--- src/hdl/algf_pkg.sv ---
// shared types, codes and helpers of the adjacent line group filter
package algf_pkg;

   localparam int LINE_BYTES_DEFAULT = 4096;
   localparam int COUNT_W = 32;
   localparam int OP_QUEUE_DEPTH = 4;
   localparam int RSP_QUEUE_DEPTH = 4;

   // input function codes
   localparam logic [1:0] FUNC_BYTE = 2'd0;
   localparam logic [1:0] FUNC_EOL  = 2'd1;
   localparam logic [1:0] FUNC_EOS  = 2'd2;

   // configuration register indexes
   localparam logic [1:0] CSR_ONLY_REPEATED = 2'd0;
   localparam logic [1:0] CSR_ONLY_SINGLE   = 2'd1;
   localparam logic [1:0] CSR_FOLD_CASE     = 2'd2;

   typedef enum logic [1:0] {
      OP_BYTE,
      OP_EOL,
      OP_EOS
   } op_kind_type;

   typedef struct packed {
      logic only_repeated;
      logic only_single;
      logic fold_case;
   } cfg_type;

   // classified operation handed from the front to the back
   typedef struct packed {
      op_kind_type kind;
      logic [7:0]  byte_value;
      logic        cmp_valid;   // byte lies inside the stored line
      logic        len_miss;    // byte lies beyond the stored line
      logic        do_close;    // the item completes a line
      logic        first_line;  // no group open when the line completes
      logic        len_eq;      // completed line has the stored length
      logic        emit_group;  // end of stream with a group to flush
   } op_type;

   typedef struct packed {
      logic [COUNT_W-1:0] group_count;
      logic               keep;
      logic               last;
   } rsp_type;

   function automatic logic [7:0] fold_byte(input logic [7:0] c, input logic en);
      logic [7:0] r;
      r = c;
      if (en && c >= 8'h41 && c <= 8'h5A) begin
         r = c + 8'h20;
      end
      return r;
   endfunction

   function automatic logic keep_flag(input logic [COUNT_W-1:0] cnt, input cfg_type cfg);
      logic more_than_one;
      logic exactly_one;
      more_than_one = cnt > COUNT_W'(1);
      exactly_one = cnt == COUNT_W'(1);
      return (!cfg.only_repeated || more_than_one) && (!cfg.only_single || exactly_one);
   endfunction

endpackage

--- src/hdl/algf_op_queue.sv ---
// short queue of classified operations between front and back
module algf_op_queue #(
   parameter int ADDR_W = 12
) (
   input  logic                   clock,
   input  logic                   reset,
   input  logic                   push,
   input  algf_pkg::op_type       push_op,
   input  logic [ADDR_W-1:0]      push_addr,
   output logic                   full,
   input  logic                   pop,
   output logic                   empty,
   output algf_pkg::op_type       head_op,
   output logic [ADDR_W-1:0]      head_addr
);
   import algf_pkg::*;

   localparam int PTR_W = $clog2(OP_QUEUE_DEPTH);
   localparam int CNT_W = $clog2(OP_QUEUE_DEPTH + 1);

   op_type            op_ff   [OP_QUEUE_DEPTH];
   logic [ADDR_W-1:0] addr_ff [OP_QUEUE_DEPTH];
   logic [PTR_W-1:0]  wp_ff, wp_in, rp_ff, rp_in;
   logic [CNT_W-1:0]  cnt_ff, cnt_in;
   logic              do_push, do_pop;

   assign full    = cnt_ff == CNT_W'(OP_QUEUE_DEPTH);
   assign empty   = cnt_ff == '0;
   assign do_push = push && !full;
   assign do_pop  = pop && !empty;
   assign head_op   = op_ff[rp_ff];
   assign head_addr = addr_ff[rp_ff];

   always_comb begin
      wp_in  = do_push ? wp_ff + PTR_W'(1) : wp_ff;
      rp_in  = do_pop ? rp_ff + PTR_W'(1) : rp_ff;
      cnt_in = cnt_ff + CNT_W'(do_push) - CNT_W'(do_pop);
   end

   always_ff @(posedge clock) begin
      if (reset) begin
         wp_ff  <= '0;
         rp_ff  <= '0;
         cnt_ff <= '0;
      end else begin
         wp_ff  <= wp_in;
         rp_ff  <= rp_in;
         cnt_ff <= cnt_in;
      end
   end

   always_ff @(posedge clock) begin
      if (do_push) begin
         op_ff[wp_ff]   <= push_op;
         addr_ff[wp_ff] <= push_addr;
      end
   end

endmodule

--- config.mk ---
export PLATFORM = sky130hd
export DESIGN_NAME = algf_op_queue
export DESIGN_NICKNAME = d
export VERILOG_FILES = /design/src/hdl/algf_pkg.sv /design/src/hdl/algf_op_queue.sv
export SDC_FILE = /design/constraint.sdc
export NUM_CORES = 1
export LEC_CHECK = 0
export BUFFER_PORTS_ARGS = -buffer_cell sky130_fd_sc_hd__clkbuf_2
export CORE_MARGIN = 4
export CORE_UTILIZATION = 55
export CTS_CLUSTER_DIAMETER = 50
export DETAILED_ROUTE_END_ITERATION = 16
export PLACE_DENSITY = 0.8
export SKIP_LAST_GASP = 1
export SYNTH_ARGS = -nofsm -noshare
export SYNTH_HDL_FRONTEND = slang
export SYNTH_SLANG_ARGS = --single-unit
--- constraint.sdc ---
create_clock -name clock -period 2.6 [get_ports clock]
set_input_delay 0.39 -clock clock [delete_from_list [all_inputs] [get_ports clock]]
set_output_delay 0.39 -clock clock [all_outputs]
set_load 0.05 [all_outputs]
==> results.toml <==
[finish]
instances_no_fill = 391
drive_above_1_share_pct = 43.60
n_antenna_cell = 0
nets = 316
fillers = 478
utilization_pct = 71.07
area_growth_syn_to_layout_pct = 22.54

[global_route]
track_usage_pct = 17.10
grt_pass1_vias = 2432
grt_first_pass_wirelength_um = 12400
antenna_found_initial = 0
grt_overflow_total = 0
grt_start_max_net_pins = 25

[clocking]
cts-root-buf = "clkbuf_8"
cts_tree = "built"
clk_pin_slew_ps = 50
numCtsBuffers = 17
cts_sinks = 121
cts.repair.resized = 0
post_cts_buffers = 0
clk_latency_ps = 500
clockBufferDepth = 2
htreeDepth = 4
cts_hold_buffers = 0

[route]
post_drt_via_cell_ratio = 5.535
drtAntennaViolNets = 0
drt_iter0_markers = 82
drc = 0
dr.pass1.iters = 4
wirelength_um = 7659
wire_per_inst_um = 19.59
via_count = 2164

[sta]
period_share_pct = 96.29
postLayoutSetupSlackWorst_ps = 96.38
fmax_mhz = 399.4
worst_slew_pin_slew_ps = 374.1
slew_headroom_pct = 75.06
setup_viol = 0
finClkSkew_ps = 6.468
hold_violations = 0
slew_violations = 0
fin_crit_ps = 2504
rsz0062_at_grt = "false"
finalSetupTns_ps = 0

[power_and_ir_drop]
p_leak_nw = 2.000
ir_drop_v = 0.0007127
p_per_area_nw_per_um2 = 1166

[floorplan]
fp.dieW_um = 99.20
dieHeight_um = 99.20
rows = 32
start_util_pct = 57.99
die-area_sq_um = 9840
ios = 62
core_sq_um = 7888

[synthesis]
syn-num-nets = 236
seq_area_frac_synth_pct = 77.46
synth_area_leader_cell = "edfxtp_1"
yosysTopAreaCellShare_pct = 73.52
avgSynthCellArea_sq_um = 23.22
syn_inst = 197
syn-cell-area_sq_um = 4574
synth_seq_cells = 121
yosys_warnings = 0
synthDistinctLibCells = 26
ys_top_cells_by_area = "edfxtp_1 (74%), mux4_2 (9.8%), mux4_1 (4.6%)"

[worst_setup_path]
worstRegToRegCells = 10
r2r-start = "cnt_ff[2]"
crit_type = "reg2out"
end_kind = "output port"
max_stage_delay_ps = 570
critPathMaxFanout = 19
start_kind = "register"
cp_slowest_cell = "mux4_1"
crit_chain = "buf_12, mux4_1, clkbuf_2"
crit_required_ps = 2210
crit_arrival_ps = 2110

[job]
maxCapViolations = 0

[outcome]
status = "finished, final reports clean"

[place]
place_ws_ps = 401.0
dp.cells = 360
io_buffer_count = 61
dpl.hpwl_um = 4753
gp_congestion = 0.6910

[min_path]
hp-start = "push_op[1]"
hold_class = "in2reg"
min_path_cells = 1
## area by class of cell
cell class                      count  area (sq um)  share of cell area [%]
Sequential cell                   121          3545                   63.24
Multi-Input combinational cell     61         935.9                   16.70
Inverter                            8         30.03                  0.5357
Tap cell                          102         127.6                   2.277
Clock inverter                     13         178.9                   3.192
Timing Repair Buffer               68         370.4                   6.607
Clock buffer                       18         417.9                   7.455
## routing by layer
metal / wire (um) / up-vias / share of wire [%] / track usage (%)
li1: - / 980 / - / -
met3: 438 / 10 / 5.7 / 5.961
met2: 4051 / 72 / 53 / 28.05
met5: 0 / - / 0 / 0
met4: 85 / 0 / 1.1 / 6.723
met1: 3084 / 1102 / 40 / 21.02
## worst max-delay path, delay by kind of cell, from the launching register on
family / cells / cell delay (ps)
buffers and inverters: 2 / 500
DFF: 1 / 530
muxes: 1 / 570
## state kept, by name, indices dropped and copies added, names as in the netlist, named ones only
signal,count
op_ff,64
rp_ff,2
wp_ff,2
cnt_ff,3
addr_ff,48
## Yosys cell counts
| library cell | count |
|---|---|
| a21oi_1 | 2 |
| and2_1 | 4 |
| buf_12 | 2 |
| buf_2 | 3 |
| buf_6 | 1 |
| clkbuf_1 | 1 |
| dfxtp_1 | 9 |
| edfxtp_1 | 112 |
| fa_1 | 1 |
| ha_1 | 6 |
| inv_1 | 8 |
| mux2i_1 | 1 |
| mux4_1 | 8 |
| mux4_2 | 20 |
| nand2_1 | 1 |
| nand2b_1 | 2 |
| nor2_1 | 3 |
| nor2_2 | 1 |
| nor2b_1 | 2 |
| nor3_2 | 1 |
| nor3b_2 | 1 |
| o21ai_0 | 2 |
| o31ai_2 | 1 |
| or3_1 | 2 |
| xnor2_1 | 2 |
| xor2_1 | 1 |
## cell usage in the layout (no fill, tap or decap), drive strengths merged, types with 2 or more instances in the layout
master and n:
edfxtp 112, clkbuf 79, mux4 28, dfxtp 9, inv 8, buf 7, ha 6, clkinv 6
and2 4, bufinv 4, nor2 4, clkinvlp 3, nor2b 2, o21ai 2, or3 2, a21oi 2
nand2b 2, xnor2 2
## final timing paths
kind / to / slack, ps
setup / recovery: head_addr[0] / 100
setup reg to reg: cnt_ff[2] / 400
hold reg to reg: wp_ff[1] / 520
hold / removal: op_ff[3][1] / 100
## power by group
part           switching [mW]  total [mW]  internal, mW  leakage (nW)
Sequential              0.104        2.45          2.35          1.10
Clock                   0.784        2.33          1.54         0.284
Combinational            1.19        1.76         0.568         0.615
## cells by family after synthesis
| kind of cell | share of synthesized area [%] |
|---|---|
| flops | 77.46 |
| mux | 14.66 |
| buf+inv | 2.188 |
| fa+ha+maj | 2.079 |
| xor+xnor | 0.5745 |
| compound gates | 0.7111 |
| simple gates | 2.325 |
## metrics by stage
stage	hold WS [ps]	area (sq um)	power (mW)
after floorplan	459.1	4574	3.908
after global placement	480.5	5009	4.233
after detailed placement	514.0	5009	4.274
after CTS	76.64	5605	6.619
after global routing	88.52	5605	6.811
final	104.0	5605	6.535
Note: power is estimated with default switching activity, not from simulation.
