==> config.mk <==
export PLATFORM = sky130hd
export DESIGN_NAME = algf_front
export DESIGN_NICKNAME = d
export VERILOG_FILES = /design/src/hdl/algf_pkg.sv /design/src/hdl/algf_front.sv
export SDC_FILE = /design/constraint.sdc
export NUM_CORES = 1
export LEC_CHECK = 0
export ABC_AREA = 1
export BUFFER_PORTS_ARGS = -buffer_cell sky130_fd_sc_hd__buf_2
export CORE_ASPECT_RATIO = 0.8
export CORE_MARGIN = 2
export CORE_UTILIZATION = 61
export DETAILED_ROUTE_END_ITERATION = 6
export HOLD_SLACK_MARGIN = 0.1
export PLACE_DENSITY = 0.89
export REMOVE_ABC_BUFFERS = 1
export SLEW_MARGIN = 0
export SYNTH_ARGS = -nofsm -noshare
export SYNTH_HDL_FRONTEND = slang
export SYNTH_SLANG_ARGS = --single-unit
==> constraint.sdc <==
create_clock -name clock -period 2.85 [get_ports clock]
set_input_delay 0 -clock clock [delete_from_list [all_inputs] [get_ports clock]]
set_output_delay 0 -clock clock [all_outputs]
set_load 0.02 [all_outputs]
==> src/hdl/algf_pkg.sv <==
// shared types, codes and helpers of the adjacent line group filter
package algf_pkg;

   localparam int LINE_BYTES_DEFAULT = 4096;
   localparam int COUNT_W = 32;
   localparam int OP_QUEUE_DEPTH = 4;
   localparam int RSP_QUEUE_DEPTH = 4;

   // input function codes
   localparam logic [1:0] FUNC_BYTE = 2'd0;
   localparam logic [1:0] FUNC_EOL  = 2'd1;
   localparam logic [1:0] FUNC_EOS  = 2'd2;

   // configuration register indexes
   localparam logic [1:0] CSR_ONLY_REPEATED = 2'd0;
   localparam logic [1:0] CSR_ONLY_SINGLE   = 2'd1;
   localparam logic [1:0] CSR_FOLD_CASE     = 2'd2;

   typedef enum logic [1:0] {
      OP_BYTE,
      OP_EOL,
      OP_EOS
   } op_kind_type;

   typedef struct packed {
      logic only_repeated;
      logic only_single;
      logic fold_case;
   } cfg_type;

   // classified operation handed from the front to the back
   typedef struct packed {
      op_kind_type kind;
      logic [7:0]  byte_value;
      logic        cmp_valid;   // byte lies inside the stored line
      logic        len_miss;    // byte lies beyond the stored line
      logic        do_close;    // the item completes a line
      logic        first_line;  // no group open when the line completes
      logic        len_eq;      // completed line has the stored length
      logic        emit_group;  // end of stream with a group to flush
   } op_type;

   typedef struct packed {
      logic [COUNT_W-1:0] group_count;
      logic               keep;
      logic               last;
   } rsp_type;

   function automatic logic [7:0] fold_byte(input logic [7:0] c, input logic en);
      logic [7:0] r;
      r = c;
      if (en && c >= 8'h41 && c <= 8'h5A) begin
         r = c + 8'h20;
      end
      return r;
   endfunction

   function automatic logic keep_flag(input logic [COUNT_W-1:0] cnt, input cfg_type cfg);
      logic more_than_one;
      logic exactly_one;
      more_than_one = cnt > COUNT_W'(1);
      exactly_one = cnt == COUNT_W'(1);
      return (!cfg.only_repeated || more_than_one) && (!cfg.only_single || exactly_one);
   endfunction

endpackage

==> src/hdl/algf_front.sv <==
// front: accepts input transactions, tracks line lengths and classifies each item
module algf_front #(
   parameter int LINE_BYTES = algf_pkg::LINE_BYTES_DEFAULT
) (
   input  logic                          clock,
   input  logic                          reset,
   input  logic                          req_push,
   output logic                          req_full,
   input  logic [1:0]                    req_func,
   input  logic [7:0]                    req_byte_value,
   output logic                          op_push,
   output algf_pkg::op_type              op,
   output logic [$clog2(LINE_BYTES)-1:0] op_addr,
   input  logic                          op_full
);
   import algf_pkg::*;

   localparam int LEN_W = $clog2(LINE_BYTES);
   localparam logic [LEN_W-1:0] CLOSE_LEN = LEN_W'(LINE_BYTES - 1);

   logic [LEN_W-1:0] inc_len_ff, inc_len_in;
   logic [LEN_W-1:0] stored_len_ff, stored_len_in;
   logic             open_ff, open_in;
   logic [LEN_W-1:0] new_len;
   logic             accept;

   assign req_full = op_full;
   assign accept   = req_push && !op_full;
   assign new_len  = inc_len_ff + LEN_W'(1);
   assign op_addr  = inc_len_ff;

   always_comb begin
      inc_len_in    = inc_len_ff;
      stored_len_in = stored_len_ff;
      open_in       = open_ff;
      op_push       = 1'b0;
      op            = '0;
      op.byte_value = req_byte_value;
      op.first_line = !open_ff;
      unique case (req_func)
         FUNC_BYTE: begin
            op_push      = accept;
            op.kind      = OP_BYTE;
            op.cmp_valid = open_ff && (inc_len_ff < stored_len_ff);
            op.len_miss  = open_ff && (inc_len_ff >= stored_len_ff);
            op.do_close  = new_len >= CLOSE_LEN;
            op.len_eq    = new_len == stored_len_ff;
            if (accept) begin
               if (op.do_close) begin
                  stored_len_in = new_len;
                  inc_len_in    = '0;
                  open_in       = 1'b1;
               end else begin
                  inc_len_in = new_len;
               end
            end
         end
         FUNC_EOL: begin
            op_push     = accept;
            op.kind     = OP_EOL;
            op.do_close = 1'b1;
            op.len_eq   = inc_len_ff == stored_len_ff;
            if (accept) begin
               stored_len_in = inc_len_ff;
               inc_len_in    = '0;
               open_in       = 1'b1;
            end
         end
         FUNC_EOS: begin
            op_push       = accept;
            op.kind       = OP_EOS;
            op.do_close   = inc_len_ff != '0;
            op.len_eq     = inc_len_ff == stored_len_ff;
            op.emit_group = open_ff || (inc_len_ff != '0);
            if (accept) begin
               stored_len_in = '0;
               inc_len_in    = '0;
               open_in       = 1'b0;
            end
         end
         default: begin
            // unused code: taken and dropped
            op_push = 1'b0;
         end
      endcase
   end

   always_ff @(posedge clock) begin
      if (reset) begin
         inc_len_ff    <= '0;
         stored_len_ff <= '0;
         open_ff       <= 1'b0;
      end else begin
         inc_len_ff    <= inc_len_in;
         stored_len_ff <= stored_len_in;
         open_ff       <= open_in;
      end
   end

   // a line in progress never reaches the self-closing length
   assert property (@(posedge clock) disable iff (reset) inc_len_ff < CLOSE_LEN)
      else $error("line in progress reached closing length");

   // a group is open whenever a line has been stored
   assert property (@(posedge clock) disable iff (reset)
      (stored_len_ff != '0) |-> open_ff)
      else $error("stored line without open group");

endmodule

==> flow_summary.json <==
{
  "peakVddDrop_mv": 0.325,
  "die_h_um": 59.8,
  "cts_resized": 0,
  "holdCritPathClass": "in -> reg",
  "worst_pin_slew_ns": 0.744,
  "r2r_setup_slack_ns": 0.46,
  "ctsRootBufferMaster": "clkbuf_8",
  "htreeDepth": 1,
  "initial_core_util_pct": 63.1,
  "critical_path_class": "reg -> out",
  "place_area_um2": 2450,
  "numPortBuffers": 27,
  "drt_iter0_markers": 249,
  "switching_share_pct": 43.5,
  "drv_slew": 0,
  "hold_depth": 5,
  "finish.utilization_pct": 68.6,
  "yosys_warnings": 0,
  "drive_above_1_share_pct": 15.4,
  "worstPathArrival_ns": 2.51,
  "rsz0062_at_grt": "false",
  "cts_setup_buffers": 0,
  "die_x_um": 73.7,
  "startpoint_type": "flip-flop",
  "cp.required_ns": 2.85,
  "cp-end-kind": "primary output",
  "maxCapViolations": 0,
  "period_minus_slack_ns": 2.51,
  "num_rows": 20,
  "clk_pin_slew_ns": 0.10,
  "grt_max_degree": 27,
  "avgRoutedWirePerCell_um": 15.2,
  "internal-power_mw": 0.645,
  "avgSynthCellArea_um2": 6.29,
  "nets": 431,
  "fin_area_um2": 2570,
  "cts_tree": "yes",
  "track_usage_pct": 32.2,
  "period_share_pct": 87.9,
  "gp_congestion": 0.990,
  "clockBufferDepth": 2,
  "synth_area_um2": 2370,
  "routed_wl_mm": 6.72,
  "grt_pass1_wl_mm": 10.8,
  "firstDrtPassIters": 5,
  "finalSetupViolCount": 0,
  "power.share.combinational_pct": 41.7,
  "setup_total_negative_slack_ns": 0,
  "critPathMaxFanout": 8,
  "insertion_delay_ns": 0.27,
  "startpoint": "op_addr[1]$_SDFFE_PP0P_",
  "p_sw_mw": 0.496,
  "die_area_um2": 4400,
  "hpwlAfterDp_mm": 4.84,
  "gr-total-overflow": 0,
  "drc_errors": 0,
  "reg2reg_to": "stored_len_ff[6]$_SDFFE_PP0P_",
  "power_mw": 1.14,
  "ys_seq_area_share_pct": 21.1,
  "max_slew_margin_pct": 50.3,
  "fill_cells": 333,
  "hold_path_end": "open_ff$_SDFFE_PP0P_",
  "area_growth_pct": 8.66,
  "skew_ns": 0.00218,
  "power.share.clock_pct": 19.8,
  "num_io_pins": 44,
  "antenna_found_initial": 0,
  "ys_types": 31,
  "core-area_um2": 3750,
  "grt_pass1_vias": 2200,
  "timing.fmax_mhz": 399,
  "cts_buffers": 3,
  "synth_cells": 377,
  "r2r-start": "op_addr[1]$_SDFFE_PP0P_",
  "hold_viol": 0,
  "cts.sinks": 25,
  "p_seq_share_pct": 38.4,
  "hp-start": "req_push",
  "worstRegToRegCells": 14,
  "vias_per_cell": 5.90,
  "p_per_area_nw_per_um2": 443,
  "p_leak_nw": 1.22,
  "status": "complete, no violations",
  "diodes": 0,
  "ant_nets": 0,
  "num_vias": 2602,
  "synth-seq-cells": 25
}
## sequential cells by signal (all words and copies together) (netlist names)
name / flops
op_addr: 12
open_ff: 1
stored_len_ff: 12
## per-stage QoR
step	instances	setup slack, ns	hold WS [ns]
after floorplan	356	0.752	0
after global placement	429	0.670	0.000173
after detailed placement	429	0.559	0.000173
after CTS	441	0.419	0.232
after global routing	441	0.199	0.240
final	441	0.344	0.226
## synthesized netlist by cell type (all sizes together)
cell type	count	share of area, %
a21oi	34	7.2
a31oi	2	0.53
buf	15	4.6
clkbuf	6	0.95
dfxtp	25	21
ha	19	10
inv	56	8.9
nand2	81	15
nand3	50	11
nand4	10	2.9
nor2	45	9.3
nor3	1	0.42
nor3b	1	0.32
nor4	1	0.26
o21ai	23	4.9
o21bai	2	0.63
o22ai	5	1.3
o31ai	1	0.32
## cell usage in the layout (no fill, tap or decap), types with 2 or more instances in the layout
master         netlist  final
a21oi_1             34     33
nor2_2               2      2
nor2_8               2      2
dlygate4sd3_1        0      8
dfxtp_1             25     25
nand4_1              9      9
inv_1               53     53
a31oi_1              2      2
nand2_1             67     67
inv_2                3      3
nand3_1             48     48
nand2_2             11     11
ha_1                19     19
o22ai_1              5      5
nor2_1              39     39
nor2_4               2      2
nand2_4              2      2
buf_2                1     27
o21ai_0             22     22
nand3_2              2      2
clkbuf_8             0      3
o21bai_1             2      2
buf_4               10      2
## power groups by stage
stage	registers [mW]	clock network, mW	logic (mW)
after floorplan	0.450	0	0.304
final	0.439	0.226	0.476
after global placement	0.442	0	0.441
after detailed placement	0.443	0	0.446
after CTS	0.436	0.226	0.466
after global routing	0.444	0.237	0.526
## worst max-delay path, stage by stage (launching register included)
cell	delay, ns
dfxtp_1	0.52
ha_1	0.34
nand2_2	0.16
nor2_2	0.18
nand3_1	0.13
nand2_2	0.12
nand2_1	0.06
nand2_1	0.06
nand3_1	0.08
nor2_1	0.16
nand3_1	0.10
a21oi_1	0.14
buf_2	0.18
## cell type report
cell class                      count  area [um^2]  share of cell area, %
Clock buffer                        3         41.3                   1.60
Clock inverter                      1         7.51                  0.292
Sequential cell                    25          500                   19.4
Multi-Input combinational cell    275         1530                   59.4
Timing Repair Buffer               37          230                   8.94
Tap cell                           44         55.1                   2.14
Inverter                           56          210                   8.16
## layer usage
metal,GRT usage [%],share of wire [%]
met4,7.27,2.2
met5,0,0
met3,6.07,10
met1,47.4,45
met2,48.5,42
## how the worst max path moves through the flow
stage                                      to  slack (ns)  depth (start not counted)
6_report                                op[1]        0.34                         12
5_1_grt                                 op[1]        0.20                         12
4_1_cts                                 op[1]        0.42                         12
3_5_place_dp    stored_len_ff[9]$_SDFFE_PP0P_        0.56                         14
3_3_place_gp   stored_len_ff[11]$_SDFFE_PP0P_        0.67                         14
2_1_floorplan   stored_len_ff[0]$_SDFFE_PP0P_        0.75                         14
## kinds of logic (layout without fill, tap and decap cells)
| family | count (synthesis) | after routing | share of synthesized area [%] |
|---|---|---|---|
| fa+ha+maj | 19 | 19 | 10.0 |
| simple gates | 189 | 189 | 39.5 |
| flops | 25 | 25 | 21.1 |
| buf+inv | 77 | 97 | 14.5 |
| compound gates | 67 | 67 | 14.8 |
## timing repair
action                                 in CTS  in global routing
endpoints found under the hold margin       8                  0
setup endpoints to repair                   0                  0
hold buffers                                8                  0
Power figures use the tool's default switching activity.
